===== src/wrg_pkg.sv =====
package wrg_pkg;

  localparam int POOL_WORDS = 16;
  localparam int POOL_AW    = $clog2(POOL_WORDS);
  localparam int WORD_W     = 32;

  localparam logic CMD_GENERATE = 1'b0;
  localparam logic CMD_SEED     = 1'b1;

  localparam logic [POOL_AW-1:0] TAP_A   = POOL_AW'(13);
  localparam logic [POOL_AW-1:0] TAP_B   = POOL_AW'(9);
  localparam logic [POOL_AW-1:0] TAP_PRV = POOL_AW'(POOL_WORDS - 1);

  localparam logic [WORD_W-1:0] TEMPER_MASK = 32'hda44_2d24;
  localparam logic [WORD_W-1:0] FILL_MULT   = 32'd1812433253;

  typedef enum logic [3:0] {
    ST_IDLE,
    ST_G_A,
    ST_G_B,
    ST_G_C,
    ST_G_D,
    ST_G_Z,
    ST_G_OUT,
    ST_F_RD,
    ST_F_MUL,
    ST_F_WR
  } wrg_state_t;

  typedef enum logic [2:0] {
    RD_POS,
    RD_TAP_A,
    RD_TAP_B,
    RD_PRV,
    RD_FILL
  } wrg_rd_sel_t;

  typedef enum logic [1:0] {
    WR_NONE,
    WR_Z3,
    WR_Z4,
    WR_FILL
  } wrg_wr_sel_t;

  typedef struct packed {
    logic        accept;
    logic        rd_en;
    wrg_rd_sel_t rd_sel;
    logic        cap_a;
    logic        cap_z1;
    logic        cap_z2;
    logic        cap_z4;
    logic        cap_prod;
    wrg_wr_sel_t wr_sel;
    logic        out_load;
    logic        fill_step;
  } wrg_cmd_t;

  typedef struct packed {
    logic fill_start;
    logic fill_last;
    logic out_free;
  } wrg_stat_t;

endpackage


===== src/wrg_ram.sv =====
module wrg_ram #(
  parameter int WIDTH = 32,
  parameter int DEPTH = 16
) (
  input  logic                     clk,
  input  logic                     wr_en,
  input  logic [$clog2(DEPTH)-1:0] wr_addr,
  input  logic [WIDTH-1:0]         wr_data,
  input  logic                     rd_en,
  input  logic [$clog2(DEPTH)-1:0] rd_addr,
  output logic [WIDTH-1:0]         rd_data
);

  logic [WIDTH-1:0] mem [DEPTH];

  always_ff @(posedge clk) begin
    if (wr_en) begin
      mem[wr_addr] <= wr_data;
    end
    if (rd_en) begin
      rd_data <= mem[rd_addr];
    end
  end

endmodule


===== src/wrg_ctrl.sv =====
module wrg_ctrl
  import wrg_pkg::*;
(
  input  logic      clk,
  input  logic      rst,
  input  logic      cmd_valid,
  output logic      cmd_stall,
  input  logic      command,
  input  wrg_stat_t stat,
  output wrg_cmd_t  cmd
);

  wrg_state_t state, state_next;

  always_ff @(posedge clk) begin
    if (rst) begin
      state <= ST_IDLE;
    end else begin
      state <= state_next;
    end
  end

  assign cmd_stall = (state != ST_IDLE);

  always_comb begin
    state_next = state;
    cmd        = '0;
    cmd.rd_sel = RD_POS;
    cmd.wr_sel = WR_NONE;
    unique case (state)
      ST_IDLE: begin
        if (cmd_valid) begin
          cmd.accept = 1'b1;
          if (command == CMD_GENERATE) begin
            state_next = ST_G_A;
          end else if (stat.fill_start) begin
            state_next = ST_F_RD;
          end
        end
      end
      ST_G_A: begin
        cmd.rd_en  = 1'b1;
        cmd.rd_sel = RD_POS;
        state_next = ST_G_B;
      end
      ST_G_B: begin
        cmd.rd_en  = 1'b1;
        cmd.rd_sel = RD_TAP_A;
        cmd.cap_a  = 1'b1;
        state_next = ST_G_C;
      end
      ST_G_C: begin
        cmd.rd_en  = 1'b1;
        cmd.rd_sel = RD_TAP_B;
        cmd.cap_z1 = 1'b1;
        state_next = ST_G_D;
      end
      ST_G_D: begin
        cmd.rd_en  = 1'b1;
        cmd.rd_sel = RD_PRV;
        cmd.cap_z2 = 1'b1;
        state_next = ST_G_Z;
      end
      ST_G_Z: begin
        cmd.cap_z4 = 1'b1;
        cmd.wr_sel = WR_Z3;
        state_next = ST_G_OUT;
      end
      ST_G_OUT: begin
        // hold until the output register can take the new word
        if (stat.out_free) begin
          cmd.wr_sel   = WR_Z4;
          cmd.out_load = 1'b1;
          state_next   = ST_IDLE;
        end
      end
      ST_F_RD: begin
        cmd.rd_en  = 1'b1;
        cmd.rd_sel = RD_FILL;
        state_next = ST_F_MUL;
      end
      ST_F_MUL: begin
        cmd.cap_prod = 1'b1;
        state_next   = ST_F_WR;
      end
      ST_F_WR: begin
        cmd.wr_sel    = WR_FILL;
        cmd.fill_step = 1'b1;
        state_next    = stat.fill_last ? ST_IDLE : ST_F_RD;
      end
      default: begin
        state_next = ST_IDLE;
      end
    endcase
  end

endmodule


===== src/wrg_datapath.sv =====
module wrg_datapath
  import wrg_pkg::*;
(
  input  logic              clk,
  input  logic              rst,
  input  wrg_cmd_t          cmd,
  output wrg_stat_t         stat,
  input  logic              command,
  input  logic [WORD_W-1:0] seed_word,
  input  logic              seed_last,
  input  logic [5:0]        bits_requested,
  output logic              result_valid,
  input  logic              result_stall,
  output logic [WORD_W-1:0] random_value
);

  logic [POOL_AW-1:0]    pos;
  logic [POOL_AW:0]      seed_count;
  logic [POOL_AW:0]      count_new;
  logic                  seed_store;
  logic [POOL_AW-1:0]    fill_i;
  logic [POOL_AW-1:0]    fill_n;
  logic [POOL_WORDS-1:0] valid;
  logic                  rd_valid;
  logic [5:0]            bits_q;
  logic [5:0]            bits_eff;

  logic [WORD_W-1:0] a_q, z1_q, z2_q, z4_q, prod_q;
  logic [WORD_W-1:0] ram_rdata, rdata;
  logic [WORD_W-1:0] z1, z2, z3, z4, fill_sh, fill_x;

  logic                wr_en, rd_en;
  logic [POOL_AW-1:0]  wr_addr, rd_addr;
  logic [WORD_W-1:0]   wr_data;

  assign seed_store = (seed_count < (POOL_AW + 1)'(POOL_WORDS));
  assign count_new  = seed_count + (POOL_AW + 1)'(seed_store);

  assign stat.fill_start = (command == CMD_SEED) && seed_last &&
                           (count_new < (POOL_AW + 1)'(POOL_WORDS));
  assign stat.fill_last  = (fill_i == POOL_AW'(POOL_WORDS - 1));
  assign stat.out_free   = !result_valid || !result_stall;

  // never-written words read as zero
  assign rdata = rd_valid ? ram_rdata : '0;

  assign z1 = (a_q ^ (a_q << 16)) ^ (rdata ^ (rdata << 15));
  assign z2 = rdata ^ (rdata >> 11);
  assign z3 = z1_q ^ z2_q;
  assign z4 = (rdata ^ (rdata << 2)) ^ (z1_q ^ (z1_q << 18)) ^ (z2_q << 28)
              ^ (z3 ^ ((z3 << 5) & TEMPER_MASK));

  // arithmetic shift by 30 of the sign-extended word, low 32 bits
  assign fill_sh = {{(WORD_W - 2){rdata[WORD_W-1]}}, rdata[WORD_W-1:WORD_W-2]};
  assign fill_x  = rdata ^ fill_sh;

  assign bits_eff = (bits_q > 6'd32) ? 6'd32 : bits_q;

  assign rd_en = cmd.rd_en;
  always_comb begin
    unique case (cmd.rd_sel)
      RD_POS:   rd_addr = pos;
      RD_TAP_A: rd_addr = pos + TAP_A;
      RD_TAP_B: rd_addr = pos + TAP_B;
      RD_PRV:   rd_addr = pos + TAP_PRV;
      RD_FILL:  rd_addr = fill_i - fill_n;
      default:  rd_addr = pos;
    endcase
  end

  always_comb begin
    wr_en   = 1'b0;
    wr_addr = seed_count[POOL_AW-1:0];
    wr_data = seed_word;
    if (cmd.accept && (command == CMD_SEED)) begin
      wr_en = seed_store;
    end else begin
      case (cmd.wr_sel)
        WR_Z3: begin
          wr_en   = 1'b1;
          wr_addr = pos;
          wr_data = z3;
        end
        WR_Z4: begin
          wr_en   = 1'b1;
          wr_addr = pos + TAP_PRV;
          wr_data = z4_q;
        end
        WR_FILL: begin
          wr_en   = 1'b1;
          wr_addr = fill_i;
          wr_data = prod_q + WORD_W'(fill_i);
        end
        default: begin
          wr_en = 1'b0;
        end
      endcase
    end
  end

  wrg_ram #(
    .WIDTH(WORD_W),
    .DEPTH(POOL_WORDS)
  ) u_pool (
    .clk     (clk),
    .wr_en   (wr_en),
    .wr_addr (wr_addr),
    .wr_data (wr_data),
    .rd_en   (rd_en),
    .rd_addr (rd_addr),
    .rd_data (ram_rdata)
  );

  always_ff @(posedge clk) begin
    if (rst) begin
      pos          <= '0;
      seed_count   <= '0;
      valid        <= '0;
      rd_valid     <= 1'b0;
      result_valid <= 1'b0;
    end else begin
      if (wr_en) begin
        valid[wr_addr] <= 1'b1;
      end
      if (rd_en) begin
        rd_valid <= valid[rd_addr];
      end
      if (cmd.accept && (command == CMD_SEED)) begin
        if (seed_last) begin
          seed_count <= '0;
          pos        <= '0;
        end else begin
          seed_count <= count_new;
        end
      end
      if (cmd.out_load) begin
        pos <= pos + TAP_PRV;
      end
      if (cmd.out_load) begin
        result_valid <= 1'b1;
      end else if (!result_stall) begin
        result_valid <= 1'b0;
      end
    end
  end

  always_ff @(posedge clk) begin
    if (cmd.accept) begin
      bits_q <= bits_requested;
      fill_n <= count_new[POOL_AW-1:0];
      fill_i <= count_new[POOL_AW-1:0];
    end
    if (cmd.fill_step) begin
      fill_i <= fill_i + POOL_AW'(1);
    end
    if (cmd.cap_a) begin
      a_q <= rdata;
    end
    if (cmd.cap_z1) begin
      z1_q <= z1;
    end
    if (cmd.cap_z2) begin
      z2_q <= z2;
    end
    if (cmd.cap_z4) begin
      z4_q <= z4;
    end
    if (cmd.cap_prod) begin
      prod_q <= FILL_MULT * fill_x;
    end
    if (cmd.out_load) begin
      random_value <= z4_q >> (6'd32 - bits_eff);
    end
  end

endmodule


===== src/well512a_random_generator.sv =====
// WELL512a random number generator.
// Command channel (cmd_valid / cmd_stall): each beat carries command,
// seed_word, seed_last and bits_requested. command 1 loads one seed word
// into the 16-word pool (words past the sixteenth are dropped); seed_last
// ends seeding, fills the unseeded words and resets the pool position.
// command 0 advances the generator and returns one result beat.
// Result channel (result_valid / result_stall): random_value holds the top
// bits_requested bits (at most 32) of the new word, right-aligned.
// A generate beat steps through the states G_A, G_B, G_C, G_D, G_Z, G_OUT;
// G_OUT loads the result and returns to idle for the next beat. The pool is
// a single-read-port RAM, so the four pool reads run one per cycle.
// A seed beat is taken in idle; a last seed word with n words stored adds
// a fill of the 16 - n unseeded words (read, multiply, write per word).
// A stalled result holds in the output register; a following generate
// waits in its final step until that register is free.
// Reset (rst, synchronous) makes all pool words read zero, clears the
// position and the seed count; seed the block before use.
module well512a_random_generator
  import wrg_pkg::*;
(
  input  logic              clk,
  input  logic              rst,
  input  logic              cmd_valid,
  output logic              cmd_stall,
  input  logic              command,
  input  logic [WORD_W-1:0] seed_word,
  input  logic              seed_last,
  input  logic [5:0]        bits_requested,
  output logic              result_valid,
  input  logic              result_stall,
  output logic [WORD_W-1:0] random_value
);

  wrg_cmd_t  cmd;
  wrg_stat_t stat;

  wrg_ctrl u_ctrl (
    .clk       (clk),
    .rst       (rst),
    .cmd_valid (cmd_valid),
    .cmd_stall (cmd_stall),
    .command   (command),
    .stat      (stat),
    .cmd       (cmd)
  );

  wrg_datapath u_dp (
    .clk            (clk),
    .rst            (rst),
    .cmd            (cmd),
    .stat           (stat),
    .command        (command),
    .seed_word      (seed_word),
    .seed_last      (seed_last),
    .bits_requested (bits_requested),
    .result_valid   (result_valid),
    .result_stall   (result_stall),
    .random_value   (random_value)
  );

endmodule


===== config.mk =====
export PLATFORM = sky130hd
export DESIGN_NAME = well512a_random_generator
export DESIGN_NICKNAME = d
export VERILOG_FILES = /design/src/wrg_pkg.sv /design/src/wrg_ram.sv /design/src/wrg_ctrl.sv /design/src/wrg_datapath.sv /design/src/well512a_random_generator.sv
export SDC_FILE = /design/constraint.sdc
export NUM_CORES = 2
export LEC_CHECK = 0
export BUFFER_PORTS_ARGS = -buffer_cell sky130_fd_sc_hd__buf_2
export CAP_MARGIN = 0
export CORE_AREA = 3 3 377 379
export DETAILED_ROUTE_END_ITERATION = 8
export DIE_AREA = 0 0 380 382
export PLACE_DENSITY = 0.52
export SYNTH_ARGS = -nofsm -noshare
export SYNTH_HDL_FRONTEND = slang
export SYNTH_SLANG_ARGS = --single-unit

===== constraint.sdc =====
create_clock -name clk -period 8.4 [get_ports clk]
set_input_delay 0.42 -clock clk [delete_from_list [all_inputs] [get_ports clk]]
set_output_delay 0.42 -clock clk [all_outputs]
set_load 0.01 [all_outputs]

==> results.txt <==
Status - finished clean
Die footprint - 0.145 mm2
Htree depth - 3
Row count - 137
P_int - 10900 uW
Measured slew at the worst slew-check pin - 1.34 ns
Worst VDD drop - 0.000408 V
Starting Density - 31.0%
Clk pwr share - 18.2%
Syn_area_per_cell - 12.6 um2
Port Buffer Count - 77
Placed cells - 5264
GR Util All Layers - 16.7%
Die W - 380 um
Fmax - 135 MHz
I/O pin count - 78
Total Wirelength - 123000 um
Drt first pass iters - 9
Yosys cell types - 75
Clock transition at path regs - 0.06 ns
Crit end category - flip-flop
Antenna Nets Post-Route - 0
Largest net degree at the start of global routing - 124
# resized after CTS - 0
Unrepaired setup endpoints after global routing - no
Critical path type - reg -> reg
DRT iter0 DRCs - 2285
CP top delay family - adder cells
Net Sw Power - 8230 uW
Mapped Cells - 3409
Power share of the sequential group - 30.4%
Setup crit start kind - flip-flop
Synth top cells by count - edfxtp_1, nand2_1, mux2i_1
Warnings, synthesis - 0
Share of cells above drive strength 1 - 9.80%
DRC viols - 0
Clock root cell - clkbuf_16
Worst Path Required - 8.78 ns
First-pass GRT wire length - 180000 um
Arr. time, crit path - 7.81 ns
Worst setup margin - 0.974 ns
DR vias - 26200
Worst Hold Class - in -> reg
GPL Wtd Cong - 0.894
TritonCTS clock tree - done
Final setup vio count - 0
Slowest cell on the critical path - a2111oi_2
Worst Skew - 0.0391 ns
CP max FO - 31
Slew HR - 9.96%
Pins over their slew limit - 0
Top_reg_cell synth - edfxtp_1
Post-route non-filler standard cell count - 5419
WL per Instance - 22.7 um
Vias/cell - 4.83
Pre-CTS setup slack - 1.07 ns
Nets - 3884
Seq/Total Area, Yosys - 53.7%
Remaining Overflow, GRT - 0
Final hold vios - 0
Ranking of synthesized cells by area - edfxtp_1, mux2i_1, fa_1
Detail Placement HPWL - 82900 um
Vias in the first global route - 26000
Post-synth top area cell - edfxtp_1
Syn nets - 3813
Async SR Flop Fraction - 0%
Area Growth Syn to Fin - 12.4%
Antenna violations before repair - 6
Most numerous cell in the Yosys netlist - edfxtp_1
P_leak - 0.0192 uW
Combinational share of power - 51.5%
Fill cell count - 13700
Tcrit/Tclk final - 88.4%
Period minus WS final - 7.43 ns
Bufs on Longest Clock Path - 3
TritonCTS Buffers - 82
Die Ht - 382 um
Area of the core - 0.139 mm2
Fin Setup TNS - 0 ns
Max cap viols - 0
Post-synth EDFFs - 750
PD cells - 394 mW/mm2
Post-synth top area share - 52.3%
Crit path largest cell delay - 0.59 ns
Clock Sinks - 781
Post-Syn Area - 0.0431 mm2
Number of synthesized register bits - 781
Switching share of total power - 43.1%
CP bufs+invs - 7
Clock Latency Late Sink - 0.66 ns
layer usage:
layer  GRT usage, %  routed length (um)  share of wire [%]  vias to the layer above
met5              0                  34              0.028                        -
met4           4.46                2910                2.4                        6
met3           3.48                7680                6.3                      147
met2           26.1               55500                 45                      665
met1           23.4               56600                 46                    13100
li1               -                   -                  -                    12200
flip-flops by register name, indices dropped and copies added (netlist names), 4 cells and up:
name / count
u_dp.z1_q: 32
u_dp.u_pool.rd_data: 32
u_dp.prod_q: 32
u_dp.pos: 4
u_dp.u_pool.mem: 512
u_dp.random_value: 32
u_dp.z4_q: 32
u_dp.a_q: 32
u_dp.fill_i: 4
u_dp.fill_n: 4
u_dp.bits_q: 6
u_ctrl.state: 4
u_dp.z2_q: 32
u_dp.valid: 16
u_dp.seed_count: 5
path summary, 6_finish.rpt:
path	from	endpoint	slack [ns]	cells past startpoint
setup / recovery	u_dp.u_pool.rd_data[31]$_DFFE_PN_	u_dp.prod_q[31]$_DFFE_PP_	0.97	26
hold / removal	result_stall	u_dp.result_valid$_SDFFE_PP0P_	0.12	3
setup reg to reg	u_dp.u_pool.rd_data[31]$_DFFE_PN_	u_dp.prod_q[31]$_DFFE_PP_	0.97	26
hold reg to reg	u_dp.valid[15]$_SDFFE_PP0N_	u_dp.valid[15]$_SDFFE_PP0N_	0.46	2
stage by stage:
stage                     total power [uW]  cell area, um2  util (%)  hold slack, ns
after floorplan                      12500           43100         -           0.429
after global placement               15700           45800      32.9           0.445
after detailed placement             15800           45800      32.9           0.452
after CTS                            19300           48400      34.8          0.0818
after global routing                 20400           48400      34.8           0.117
final                                19100           48400      34.8           0.118
tightest hold or removal path, delay by kind of cell:
kind	cells	cell delay, ns
AND/OR/NAND/NOR	1	0.11
buffers and inverters	1	0.10
AO/OA/AOI/OAI	1	0.08
placed cells by master (no fill, tap or decap), types with 34 or more instances in the layout:
master and instances:
buf_4 78, clkbuf_16 82, a31oi_1 42, xor2_1 202
buf_2 77, inv_1 269, a311oi_1 34, a21oi_1 85
and2_1 87, fa_1 142, xnor2_1 144, nand3_1 88
mux2_2 37, a211oi_1 46, edfxtp_1 750, nor2_1 156
mux2i_1 303, nand2_1 333, ha_1 217
cell families after synthesis:
group | count (synthesis) | synth area share [%]
flops | 781 | 53.7
fa+ha+maj | 361 | 13.0
xor+xnor | 346 | 7.03
compound gates | 350 | 5.76
buf+inv | 450 | 4.27
mux | 342 | 8.08
simple gates | 779 | 8.20
area by class of cell:
class / count / area (um2) / share of cell area, %
Sequential cell: 781 / 23100 / 47.8
Multi-Input combinational cell: 2178 / 18300 / 37.8
Clock buffer: 108 / 2170 / 4.48
Clock inverter: 37 / 332 / 0.685
Tap cell: 1876 / 2350 / 4.85
Inverter: 273 / 1020 / 2.12
Timing Repair Buffer: 164 / 1080 / 2.23
Antenna cell: 2 / 5.00 / 0.0103
power groups by stage:
| stage | Sequential [uW] | Clock, uW | Combinational, uW |
|---|---|---|---|
| 2_1_floorplan | 5470 | 0 | 7050 |
| 3_3_place_gp | 5870 | 0 | 9870 |
| 3_5_place_dp | 5880 | 0 | 9900 |
| 4_1_cts | 5800 | 3540 | 9930 |
| 5_1_grt | 5830 | 3710 | 10900 |
| 6_report | 5800 | 3470 | 9830 |
timing repair:
item	CTS	global route
hold buffers	6	0
endpoints found under the hold margin	6	0
setup buffers	0	0
Note: power is estimated with default switching activity, not from simulation.
